`src/sv/bef_pkg.sv`:
```
`timescale 1ns / 1ps
// Shared types and constants of the buddy external fragmentation score unit.
// No dependencies; every other file uses it by scoped names.
package bef_pkg;

    localparam int ORDER_TOP_DEFAULT = 10;
    localparam int QUEUE_DEPTH_DEFAULT = 2;

    localparam int COUNT_W = 32;
    localparam int ORDER_W = 4;
    localparam int PAGES_W = 32;
    localparam int SUM_W = 48;
    localparam int PCT_W = 7;
    localparam int NODE_W = 10;
    localparam int REM_W = 55;
    localparam int CFG_ADDR_W = 1;
    localparam int CFG_DATA_W = 32;
    localparam int DIV_STEPS = 7;

    localparam logic [SUM_W-1:0] SUM_MAX = '1;
    localparam logic [NODE_W-1:0] NODE_MAX = '1;
    localparam logic [PCT_W-1:0] PCT_SCALE = 7'd100;
    localparam logic [ORDER_W-1:0] HPAGE_RESET = 4'd9;

    // register indexes of the configuration port
    localparam logic [CFG_ADDR_W-1:0] CFG_HPAGE_ORDER = 1'b0;
    localparam logic [CFG_ADDR_W-1:0] CFG_NODE_PAGES = 1'b1;

    // one closed zone handed from the front to the back
    typedef struct packed {
        logic [SUM_W-1:0]   free_sum;
        logic [SUM_W-1:0]   suit_sum;
        logic [PAGES_W-1:0] zone_pages;
        logic               last_zone;
    } t_job;

    typedef enum logic [7:0] {
        S_IDLE  = 8'b0000_0001,
        S_DIFF  = 8'b0000_0010,
        S_SCALE = 8'b0000_0100,
        S_PDIV  = 8'b0000_1000,
        S_WMUL  = 8'b0001_0000,
        S_WCHK  = 8'b0010_0000,
        S_WDIV  = 8'b0100_0000,
        S_EMIT  = 8'b1000_0000
    } t_back_state;

endpackage

```
`src/sv/bef_front.sv`:
```
`timescale 1ns / 1ps
// Front end: accepts order words, accumulates free and suitable page sums,
// and pushes one job per closed zone into the queue. Uses bef_pkg.
module bef_front #(
    parameter int TOP_ORDER = bef_pkg::ORDER_TOP_DEFAULT
) (
    input  logic                          i_clk,
    input  logic                          i_rst_n,
    input  logic                          i_valid,
    output logic                          o_ready,
    input  logic [bef_pkg::COUNT_W-1:0]   i_block_count,
    input  logic [bef_pkg::ORDER_W-1:0]   i_block_order,
    input  logic [bef_pkg::PAGES_W-1:0]   i_zone_pages,
    input  logic                          i_last_order,
    input  logic                          i_last_zone,
    input  logic [bef_pkg::ORDER_W-1:0]   i_hpage_order,
    input  logic                          i_full,
    output logic                          o_push,
    output bef_pkg::t_job                 o_job
);

    localparam int ADD_W = bef_pkg::COUNT_W + 15;

    logic [bef_pkg::SUM_W-1:0] r_free_sum, n_free_sum;
    logic [bef_pkg::SUM_W-1:0] r_suit_sum, n_suit_sum;
    logic                      w_accept;
    logic                      w_in_range;
    logic                      w_suitable;
    logic [ADD_W-1:0]          w_free_add;
    logic [ADD_W-1:0]          w_suit_add;
    logic [bef_pkg::SUM_W:0]   w_free_tot;
    logic [bef_pkg::SUM_W:0]   w_suit_tot;
    logic [bef_pkg::SUM_W-1:0] w_free_next;
    logic [bef_pkg::SUM_W-1:0] w_suit_next;

    assign o_ready  = !i_full;
    assign w_accept = i_valid && !i_full;

    assign w_in_range = (i_block_order <= bef_pkg::ORDER_W'(TOP_ORDER));
    assign w_suitable = w_in_range && (i_block_order >= i_hpage_order);
    assign w_free_add = ADD_W'(i_block_count) << i_block_order;
    assign w_suit_add = ADD_W'(i_block_count) << (i_block_order - i_hpage_order);

    assign w_free_tot = {1'b0, r_free_sum} + (bef_pkg::SUM_W + 1)'(w_free_add);
    assign w_suit_tot = {1'b0, r_suit_sum} + (bef_pkg::SUM_W + 1)'(w_suit_add);

    always_comb begin
        w_free_next = r_free_sum;
        w_suit_next = r_suit_sum;
        if (w_in_range) begin
            w_free_next = w_free_tot[bef_pkg::SUM_W] ? bef_pkg::SUM_MAX
                                                     : w_free_tot[bef_pkg::SUM_W-1:0];
        end
        if (w_suitable) begin
            w_suit_next = w_suit_tot[bef_pkg::SUM_W] ? bef_pkg::SUM_MAX
                                                     : w_suit_tot[bef_pkg::SUM_W-1:0];
        end
    end

    assign o_push           = w_accept && i_last_order;
    assign o_job.free_sum   = w_free_next;
    assign o_job.suit_sum   = w_suit_next;
    assign o_job.zone_pages = i_zone_pages;
    assign o_job.last_zone  = i_last_zone;

    always_comb begin
        n_free_sum = r_free_sum;
        n_suit_sum = r_suit_sum;
        if (w_accept) begin
            // clear the sums once the zone is handed off
            n_free_sum = i_last_order ? '0 : w_free_next;
            n_suit_sum = i_last_order ? '0 : w_suit_next;
        end
    end

    always_ff @(posedge i_clk) begin
        if (!i_rst_n) begin
            r_free_sum <= '0;
            r_suit_sum <= '0;
        end else begin
            r_free_sum <= n_free_sum;
            r_suit_sum <= n_suit_sum;
        end
    end

endmodule

```
`src/sv/bef_queue.sv`:
```
`timescale 1ns / 1ps
// Short job queue between front and back, so each side stalls on its own.
// Uses bef_pkg for the job type.
module bef_queue #(
    parameter int DEPTH = bef_pkg::QUEUE_DEPTH_DEFAULT
) (
    input  logic          i_clk,
    input  logic          i_rst_n,
    input  logic          i_push,
    input  bef_pkg::t_job i_job,
    output logic          o_full,
    output logic          o_valid,
    input  logic          i_pop,
    output bef_pkg::t_job o_job
);

    localparam int AW = (DEPTH > 1) ? $clog2(DEPTH) : 1;

    bef_pkg::t_job    r_mem [DEPTH];
    logic [AW-1:0]    r_wr_ptr, n_wr_ptr;
    logic [AW-1:0]    r_rd_ptr, n_rd_ptr;
    logic [AW:0]      r_count, n_count;
    logic             w_push;
    logic             w_pop;

    assign o_full  = (r_count == (AW + 1)'(DEPTH));
    assign o_valid = (r_count != '0);
    assign o_job   = r_mem[r_rd_ptr];
    assign w_push  = i_push && !o_full;
    assign w_pop   = i_pop && o_valid;

    always_comb begin
        n_wr_ptr = r_wr_ptr;
        n_rd_ptr = r_rd_ptr;
        n_count  = r_count;
        if (w_push) begin
            n_wr_ptr = (r_wr_ptr == AW'(DEPTH - 1)) ? '0 : r_wr_ptr + 1'b1;
        end
        if (w_pop) begin
            n_rd_ptr = (r_rd_ptr == AW'(DEPTH - 1)) ? '0 : r_rd_ptr + 1'b1;
        end
        if (w_push && !w_pop) begin
            n_count = r_count + 1'b1;
        end else if (w_pop && !w_push) begin
            n_count = r_count - 1'b1;
        end
    end

    always_ff @(posedge i_clk) begin
        if (w_push) begin
            r_mem[r_wr_ptr] <= i_job;
        end
    end

    always_ff @(posedge i_clk) begin
        if (!i_rst_n) begin
            r_wr_ptr <= '0;
            r_rd_ptr <= '0;
            r_count  <= '0;
        end else begin
            r_wr_ptr <= n_wr_ptr;
            r_rd_ptr <= n_rd_ptr;
            r_count  <= n_count;
        end
    end

endmodule

```
`src/sv/bef_back.sv`:
```
`timescale 1ns / 1ps
// Back end: per closed zone computes percentage, weight and node sum with a
// shared 7-step restoring divider, then holds the result word. Uses bef_pkg.
module bef_back (
    input  logic                            i_clk,
    input  logic                            i_rst_n,
    input  logic                            i_job_valid,
    input  bef_pkg::t_job                   i_job,
    output logic                            o_pop,
    input  logic [bef_pkg::ORDER_W-1:0]     i_hpage_order,
    input  logic [bef_pkg::CFG_DATA_W-1:0]  i_node_pages,
    output logic                            o_valid,
    input  logic                            i_ready,
    output logic [bef_pkg::PCT_W-1:0]       o_zone_percent,
    output logic [bef_pkg::PCT_W-1:0]       o_zone_weighted,
    output logic [bef_pkg::NODE_W-1:0]      o_node_score,
    output logic                            o_node_done
);

    localparam int WIDE_W = bef_pkg::SUM_W + 15;
    localparam int PROD_W = bef_pkg::PAGES_W + bef_pkg::PCT_W;
    localparam int DEN_W  = bef_pkg::CFG_DATA_W + 1;
    localparam int CNT_W  = $clog2(bef_pkg::DIV_STEPS);
    localparam logic [CNT_W-1:0] LAST_STEP = CNT_W'(bef_pkg::DIV_STEPS - 1);

    bef_pkg::t_back_state r_state, n_state;

    logic [bef_pkg::SUM_W-1:0]   r_free, n_free;
    logic [bef_pkg::SUM_W-1:0]   r_suit, n_suit;
    logic [bef_pkg::PAGES_W-1:0] r_zpages, n_zpages;
    logic                        r_last_zone, n_last_zone;
    logic [bef_pkg::REM_W-1:0]   r_rem, n_rem;
    logic [bef_pkg::REM_W-1:0]   r_dsr, n_dsr;
    logic [bef_pkg::PCT_W-1:0]   r_quo, n_quo;
    logic [CNT_W-1:0]            r_cnt, n_cnt;
    logic [bef_pkg::PCT_W-1:0]   r_pct, n_pct;
    logic                        r_wsat, n_wsat;
    logic [bef_pkg::NODE_W-1:0]  r_node_sum, n_node_sum;
    logic                        r_out_valid, n_out_valid;
    logic [bef_pkg::PCT_W-1:0]   r_out_pct, n_out_pct;
    logic [bef_pkg::PCT_W-1:0]   r_out_wgt, n_out_wgt;
    logic [bef_pkg::NODE_W-1:0]  r_out_node, n_out_node;
    logic                        r_out_done, n_out_done;

    logic [WIDE_W-1:0]           w_suit_pages;
    logic [WIDE_W-1:0]           w_free_wide;
    logic [bef_pkg::SUM_W-1:0]   w_diff;
    logic                        w_ge;
    logic [bef_pkg::REM_W-1:0]   w_rem_sub;
    logic [bef_pkg::PCT_W-1:0]   w_pct;
    logic [PROD_W-1:0]           w_prod;
    logic [DEN_W-1:0]            w_den;
    logic                        w_ovf;
    logic [bef_pkg::PCT_W-1:0]   w_weighted;
    logic [bef_pkg::NODE_W:0]    w_node_add;
    logic [bef_pkg::NODE_W-1:0]  w_node_next;
    logic                        w_out_free;

    assign w_out_free   = !r_out_valid || i_ready;

    assign w_suit_pages = WIDE_W'(r_suit) << i_hpage_order;
    assign w_free_wide  = WIDE_W'(r_free);
    assign w_diff       = (w_suit_pages > w_free_wide) ? '0
                        : bef_pkg::SUM_W'(w_free_wide - w_suit_pages);

    // shared restoring divider step
    assign w_ge      = (r_rem >= r_dsr);
    assign w_rem_sub = r_rem - r_dsr;

    assign w_pct  = (r_free == '0) ? '0 : r_quo;
    assign w_prod = PROD_W'(r_zpages) * PROD_W'(w_pct);
    assign w_den  = DEN_W'(i_node_pages) + DEN_W'(1);
    assign w_ovf  = ({1'b0, r_rem[PROD_W-1:0]} >= {w_den, 7'b0});

    assign w_weighted  = (r_wsat || (r_quo > bef_pkg::PCT_SCALE)) ? bef_pkg::PCT_SCALE : r_quo;
    assign w_node_add  = {1'b0, r_node_sum} + (bef_pkg::NODE_W + 1)'(w_weighted);
    assign w_node_next = w_node_add[bef_pkg::NODE_W] ? bef_pkg::NODE_MAX
                                                     : w_node_add[bef_pkg::NODE_W-1:0];

    assign o_pop = (r_state == bef_pkg::S_IDLE) && i_job_valid;

    always_comb begin
        n_state     = r_state;
        n_free      = r_free;
        n_suit      = r_suit;
        n_zpages    = r_zpages;
        n_last_zone = r_last_zone;
        n_rem       = r_rem;
        n_dsr       = r_dsr;
        n_quo       = r_quo;
        n_cnt       = r_cnt;
        n_pct       = r_pct;
        n_wsat      = r_wsat;
        n_node_sum  = r_node_sum;
        n_out_valid = r_out_valid && !i_ready;
        n_out_pct   = r_out_pct;
        n_out_wgt   = r_out_wgt;
        n_out_node  = r_out_node;
        n_out_done  = r_out_done;
        unique case (r_state)
            bef_pkg::S_IDLE: begin
                if (i_job_valid) begin
                    n_free      = i_job.free_sum;
                    n_suit      = i_job.suit_sum;
                    n_zpages    = i_job.zone_pages;
                    n_last_zone = i_job.last_zone;
                    n_state     = bef_pkg::S_DIFF;
                end
            end
            bef_pkg::S_DIFF: begin
                n_rem   = bef_pkg::REM_W'(w_diff);
                n_state = bef_pkg::S_SCALE;
            end
            bef_pkg::S_SCALE: begin
                // times 100 as 64 + 32 + 4
                n_rem   = (r_rem << 6) + (r_rem << 5) + (r_rem << 2);
                n_dsr   = bef_pkg::REM_W'({r_free, 6'b0});
                n_quo   = '0;
                n_cnt   = '0;
                n_state = bef_pkg::S_PDIV;
            end
            bef_pkg::S_PDIV: begin
                if (w_ge) begin
                    n_rem = w_rem_sub;
                end
                n_quo = {r_quo[bef_pkg::PCT_W-2:0], w_ge};
                n_dsr = r_dsr >> 1;
                n_cnt = r_cnt + 1'b1;
                if (r_cnt == LAST_STEP) begin
                    n_state = bef_pkg::S_WMUL;
                end
            end
            bef_pkg::S_WMUL: begin
                n_pct   = w_pct;
                n_rem   = bef_pkg::REM_W'(w_prod);
                n_state = bef_pkg::S_WCHK;
            end
            bef_pkg::S_WCHK: begin
                // a quotient of 128 or more saturates anyway
                n_wsat  = w_ovf;
                n_dsr   = bef_pkg::REM_W'({w_den, 6'b0});
                n_quo   = '0;
                n_cnt   = '0;
                n_state = bef_pkg::S_WDIV;
            end
            bef_pkg::S_WDIV: begin
                if (w_ge) begin
                    n_rem = w_rem_sub;
                end
                n_quo = {r_quo[bef_pkg::PCT_W-2:0], w_ge};
                n_dsr = r_dsr >> 1;
                n_cnt = r_cnt + 1'b1;
                if (r_cnt == LAST_STEP) begin
                    n_state = bef_pkg::S_EMIT;
                end
            end
            bef_pkg::S_EMIT: begin
                // hold until the output word is free
                if (w_out_free) begin
                    n_out_valid = 1'b1;
                    n_out_pct   = r_pct;
                    n_out_wgt   = w_weighted;
                    n_out_node  = w_node_next;
                    n_out_done  = r_last_zone;
                    n_node_sum  = r_last_zone ? '0 : w_node_next;
                    n_state     = bef_pkg::S_IDLE;
                end
            end
            default: begin
                n_state = bef_pkg::S_IDLE;
            end
        endcase
    end

    always_ff @(posedge i_clk) begin
        if (!i_rst_n) begin
            r_state     <= bef_pkg::S_IDLE;
            r_node_sum  <= '0;
            r_out_valid <= 1'b0;
        end else begin
            r_state     <= n_state;
            r_node_sum  <= n_node_sum;
            r_out_valid <= n_out_valid;
        end
    end

    always_ff @(posedge i_clk) begin
        r_free      <= n_free;
        r_suit      <= n_suit;
        r_zpages    <= n_zpages;
        r_last_zone <= n_last_zone;
        r_rem       <= n_rem;
        r_dsr       <= n_dsr;
        r_quo       <= n_quo;
        r_cnt       <= n_cnt;
        r_pct       <= n_pct;
        r_wsat      <= n_wsat;
        r_out_pct   <= n_out_pct;
        r_out_wgt   <= n_out_wgt;
        r_out_node  <= n_out_node;
        r_out_done  <= n_out_done;
    end

    assign o_valid         = r_out_valid;
    assign o_zone_percent  = r_out_pct;
    assign o_zone_weighted = r_out_wgt;
    assign o_node_score    = r_out_node;
    assign o_node_done     = r_out_done;

    a_pct_bound: assert property (@(posedge i_clk) disable iff (!i_rst_n)
        (r_state == bef_pkg::S_WMUL && r_free != '0) |-> (r_quo <= bef_pkg::PCT_SCALE))
        else $error("percentage divider produced a quotient above 100");

    a_out_from_emit: assert property (@(posedge i_clk) disable iff (!i_rst_n)
        $rose(r_out_valid) |-> $past(r_state == bef_pkg::S_EMIT))
        else $error("result word loaded outside the emit step");

    a_emit_waits: assert property (@(posedge i_clk) disable iff (!i_rst_n)
        (r_state == bef_pkg::S_EMIT && r_out_valid && !i_ready) |=>
        (r_state == bef_pkg::S_EMIT))
        else $error("emit left while the result word was still pending");

endmodule

```
`src/sv/buddy_external_fragmentation_score_unit.sv`:
```
`timescale 1ns / 1ps
// Buddy external fragmentation score: order words in; a word per closed zone out.
// Order words are taken one per cycle while the job queue has room; the back end takes
// each closed zone through two 7-step passes of its shared restoring divider, and pops
// a new job from the queue only from its idle state.
// Reset (synchronous, active low) clears sums, node sum, queue and output valid;
// hpage_order returns to 9 and node_pages to 0. Uses bef_pkg, bef_front, bef_queue, bef_back.
module buddy_external_fragmentation_score_unit #(
    parameter int TOP_ORDER   = bef_pkg::ORDER_TOP_DEFAULT,
    parameter int QUEUE_DEPTH = bef_pkg::QUEUE_DEPTH_DEFAULT
) (
    input  logic                              i_clk,
    input  logic                              i_rst_n,
    input  logic                              i_cfg_we,
    input  logic [bef_pkg::CFG_ADDR_W-1:0]    i_cfg_addr,
    input  logic [bef_pkg::CFG_DATA_W-1:0]    i_cfg_wdata,
    input  logic                              s_axis_tvalid,
    output logic                              s_axis_tready,
    // block_count [31:0], block_order [35:32], zone_pages [67:36], zero [71:68]
    input  logic [71:0]                       s_axis_tdata,
    input  logic                              s_axis_tlast,   // last_order
    input  logic                              s_axis_tuser,   // last_zone
    output logic                              m_axis_tvalid,
    input  logic                              m_axis_tready,
    // zone_percent [6:0], zone_weighted [13:7], node_score [23:14]
    output logic [23:0]                       m_axis_tdata,
    output logic                              m_axis_tlast    // node_done
);

    logic [bef_pkg::ORDER_W-1:0]    r_hpage_order;
    logic [bef_pkg::CFG_DATA_W-1:0] r_node_pages;

    logic          w_push;
    logic          w_full;
    logic          w_job_valid;
    logic          w_pop;
    bef_pkg::t_job w_push_job;
    bef_pkg::t_job w_pop_job;

    always_ff @(posedge i_clk) begin
        if (!i_rst_n) begin
            r_hpage_order <= bef_pkg::HPAGE_RESET;
            r_node_pages  <= '0;
        end else if (i_cfg_we) begin
            unique case (i_cfg_addr)
                bef_pkg::CFG_HPAGE_ORDER: r_hpage_order <= i_cfg_wdata[bef_pkg::ORDER_W-1:0];
                bef_pkg::CFG_NODE_PAGES:  r_node_pages  <= i_cfg_wdata;
                default: ;
            endcase
        end
    end

    bef_front #(
        .TOP_ORDER (TOP_ORDER)
    ) u_front (
        .i_clk         (i_clk),
        .i_rst_n       (i_rst_n),
        .i_valid       (s_axis_tvalid),
        .o_ready       (s_axis_tready),
        .i_block_count (s_axis_tdata[31:0]),
        .i_block_order (s_axis_tdata[35:32]),
        .i_zone_pages  (s_axis_tdata[67:36]),
        .i_last_order  (s_axis_tlast),
        .i_last_zone   (s_axis_tuser),
        .i_hpage_order (r_hpage_order),
        .i_full        (w_full),
        .o_push        (w_push),
        .o_job         (w_push_job)
    );

    bef_queue #(
        .DEPTH (QUEUE_DEPTH)
    ) u_queue (
        .i_clk   (i_clk),
        .i_rst_n (i_rst_n),
        .i_push  (w_push),
        .i_job   (w_push_job),
        .o_full  (w_full),
        .o_valid (w_job_valid),
        .i_pop   (w_pop),
        .o_job   (w_pop_job)
    );

    bef_back u_back (
        .i_clk           (i_clk),
        .i_rst_n         (i_rst_n),
        .i_job_valid     (w_job_valid),
        .i_job           (w_pop_job),
        .o_pop           (w_pop),
        .i_hpage_order   (r_hpage_order),
        .i_node_pages    (r_node_pages),
        .o_valid         (m_axis_tvalid),
        .i_ready         (m_axis_tready),
        .o_zone_percent  (m_axis_tdata[6:0]),
        .o_zone_weighted (m_axis_tdata[13:7]),
        .o_node_score    (m_axis_tdata[23:14]),
        .o_node_done     (m_axis_tlast)
    );

endmodule
```
`config.mk`:
```
export PLATFORM = sky130hd
export DESIGN_NAME = buddy_external_fragmentation_score_unit
export DESIGN_NICKNAME = d
export VERILOG_FILES = /design/src/sv/bef_pkg.sv /design/src/sv/bef_front.sv /design/src/sv/bef_queue.sv /design/src/sv/bef_back.sv /design/src/sv/buddy_external_fragmentation_score_unit.sv
export SDC_FILE = /design/constraint.sdc
export NUM_CORES = 2
export LEC_CHECK = 0
export BUFFER_PORTS_ARGS = -buffer_cell sky130_fd_sc_hd__clkbuf_2
export CORE_MARGIN = 3
export CORE_UTILIZATION = 30
export CTS_CLUSTER_DIAMETER = 100
export DETAILED_ROUTE_END_ITERATION = 7
export PLACE_DENSITY = 0.41
export SETUP_SLACK_MARGIN = 0.4
export SYNTH_ARGS = -nofsm -noshare
export SYNTH_HDL_FRONTEND = slang
export SYNTH_SLANG_ARGS = --single-unit
```
`constraint.sdc`:
```
create_clock -name i_clk -period 25.6 [get_ports i_clk]
set_clock_uncertainty 0.05 [all_clocks]
set_input_delay 3.84 -clock i_clk [delete_from_list [all_inputs] [get_ports i_clk]]
set_output_delay 3.84 -clock i_clk [all_outputs]
set_load 0.02 [all_outputs]
```
==> reports/summary.txt <==
final slew viol count = 0
Arr. time, crit path = 11.04 ns
NumNets Final = 6479
Req. time, crit path = 25.95 ns
critical path startpoint category = input port
clock-pin transition on the worst setup and hold timing paths = 0.05 ns
initial antenna violation count = 7
Routed WL per cell = 22.19 um
fillers = 19150
Rows = 157
GRT Resource Usage Total = 0.1889
Final ANT Viol Nets = 0
post-route clock period utilization = 0.4173
routed wire length = 184300 um
main combinational cell family by area after synthesis = compound AO/OA/AOI/OAI gates
Sum Neg Setup Slack = 0 ns
EDFF count, synth = 539
# DRC = 0
Vias per Instance = 5.195
unrepaired setup endpoints after global routing = false
Synth area leader = edfxtp_1
top-area cell type share of the netlist area = 0.2893
CTS tree = built
synth warn = 0
Mapped Avg Cell Area = 9.681 um2
gr ovfl total = 0
met2 usage = 0.3183
Critical Path Fanout Max = 44
1st-pass router iterations = 6
1st-iter DRT viols = 2858
Synth Area in Compound Gates = 0.1810
chip height = 437.8 um
synthesized area = 55940 um2
I/O Buffers = 134
max frequency = 93.60 MHz
multi-input logic area = 34220 um2
grt peak-use layer = met2
status = complete, no violations
Max Root-Sink Buffers = 3
htree depth = 3
XOR/XNOR Fraction of Synth Area = 0.04540
P&R area growth vs syn = 11.09%
CTS buffer count = 87
met3 GRT Util = 0.01806
setup violators final = 0
final hold vios = 0
ys async rst share = 0
Syn Nets = 6494
share of layout cells above drive strength 1 = 0.1031
core footprint = 184300 um2
Hold-fix buffers, CTS = 0
GRT met1 Usage = 0.2546
ranking of synthesized cells by area = edfxtp_1 (29%), ha_1 (8.9%), fa_1 (7.3%)
Setup crit end kind = flip-flop
register area = 19300 um2
post-route minimum period = 10.68 ns
Starting Density = 0.3036
global-route wire length before repair = 276900 um
Seq/Total Area, Yosys = 0.3448
I/O pin total = 139
DP Wirelength = 144500 um
worst-margin pin slew = 1.163 ns
Hold Path Class = flip-flop to flip-flop
vias in the first global route = 42920
clock sinks = 694
Cells after Synth = 5779
post-synthesis adder-cell area fraction = 0.1622
Synth cell types = 88
die area = 191700 um2
crit path kind = input port to flip-flop
top_reg_cell synth = edfxtp_1
setup bufs post-CTS = 0
largest net degree at the start of global routing = 129
clk root buf = clkbuf_16
synthesized flop and latch total = 694
later-pin clock latency in the skew report = 0.73 ns
post-synthesis simple-gate area fraction = 0.1344
Worst slew margin = 0.2236
die width = 437.8 um
post-CTS sizing = 0
mux cell area share after synthesis = 0.08572
most common cell after layout, fill and taps aside = edfxtp_1
most frequent cells in the layout = edfxtp_1 (539), nand2_1 (531), inv_1 (405)
Vias = 43150
GP Congestion = 0.9079
Max Cap Viol = 0
==> kinds of logic (layout without fill, tap and decap cells) <==
group | Yosys count | after routing
simple gates | 1573 | 1573
buf+inv | 690 | 748
mux | 379 | 379
xor+xnor | 290 | 290
flops | 694 | 694
compound gates | 1550 | 1550
other cells | 0 | 4
fa+ha+maj | 603 | 603
==> final timing paths <==
| kind | from | endpoint | slack, ns | cells past startpoint |
|---|---|---|---|---|
| max reg2reg | u_back.r_free[7] | u_back.r_rem[36] | 16.54 | 21 |
| min reg2reg | u_back.r_pct[5] | u_back.o_zone_percent[5] | 0.37 | 0 |
| max | s_axis_tdata[32] | u_queue.r_mem[0][79] | 14.92 | 19 |
| min | u_back.r_pct[5] | u_back.o_zone_percent[5] | 0.37 | 0 |
==> flip-flops by register name (all words and copies together), names as in the netlist, 2 cells and up <==
name,cells
r_hpage_order,4
u_back.r_quo,7
u_front.r_free_sum,48
u_back.r_pct,7
u_back.r_zpages,32
r_node_pages,32
u_back.o_zone_weighted,7
u_front.r_suit_sum,48
u_back.r_suit,48
u_queue.r_mem,258
u_back.r_free,48
u_back.o_node_score,10
u_back.r_dsr,54
u_back.r_node_sum,10
u_back.r_rem,55
u_queue.r_count,2
u_back.o_zone_percent,7
u_back.r_cnt,3
u_back.r_state,8
==> final cells by class <==
type | instances | area share
diodes | 4 | 0.0001611
clock buffers | 110 | 0.03839
clock inverters | 52 | 0.009684
inverters | 407 | 0.02458
multi-input cells | 4395 | 0.5506
flip-flops and latches | 694 | 0.3105
well taps | 2464 | 0.04961
repair buffers | 179 | 0.01643
==> synth_stat cells, types with 12 or more instances <==
cell type and count:
o21ai_0 301, a22oi_1 55, buf_1 31, nand4_1 70, nand2_1 532, nand3b_1 12, o21bai_1 58, nor3_1 51
a22o_1 67, or3_1 14, a31oi_1 101, mux2i_1 163, fa_1 204, edfxtp_1 539, a21o_1 198, inv_1 405
a2111oi_0 14, a222oi_1 12, a221oi_1 15, mux4_2 65, nor2_1 356, dfxtp_1 155, xnor2_1 151, and3_1 43
o21a_1 39, mux2_2 151, nor2b_1 71, clkbuf_1 244, a211oi_1 45, xor2_1 139, o31ai_1 15, o221ai_1 20
o22ai_1 24, nand3_1 92, nor4_1 27, o22a_1 17, o211ai_1 22, or2_2 13, a41oi_1 12, nand2b_1 44
a21oi_1 401, a21boi_0 44, and2_1 219, ha_1 399
==> per-stage QoR <==
stage                     cell area (um2)  std cells  setup slack [ns]  hold WS (ns)  utilization
after floorplan                     55940       5779             9.778        0.3503            -
after global placement              59150       8139             14.12        0.3507       0.3210
after detailed placement            59150       8139             14.12        0.3545       0.3210
after CTS                           62140       8301             14.88        0.3689       0.3372
after global routing                62140       8302             14.32        0.3722       0.3372
final                               62150       8305             14.92        0.3670       0.3373
==> routing by layer <==
layer	wire length [um]	up-vias
li1	-	20930
met1	84560	21240
met2	87930	778
met3	6160	188
met4	5651	4
met5	27	-
==> critical path: stages <==
cell and delay, ns:
clkbuf_2 0.51, inv_1 0.60, ha_1 0.23, inv_1 0.06, fa_2 1.27, mux4_2 0.64
mux2i_1 0.25, mux2i_1 0.20, ha_1 0.46, a21oi_1 0.13, o21ai_0 0.24, nor2_1 0.08
a31o_2 0.26, a2111oi_0 0.85, o221ai_1 0.37, o21ai_1 0.33, a211oi_1 0.12, nor4_1 0.37
nor2_1 0.19
Power is left out: the tool's default activity adds up to more than one toggle a clock period on the data nets, which glitch-free logic cannot reach.
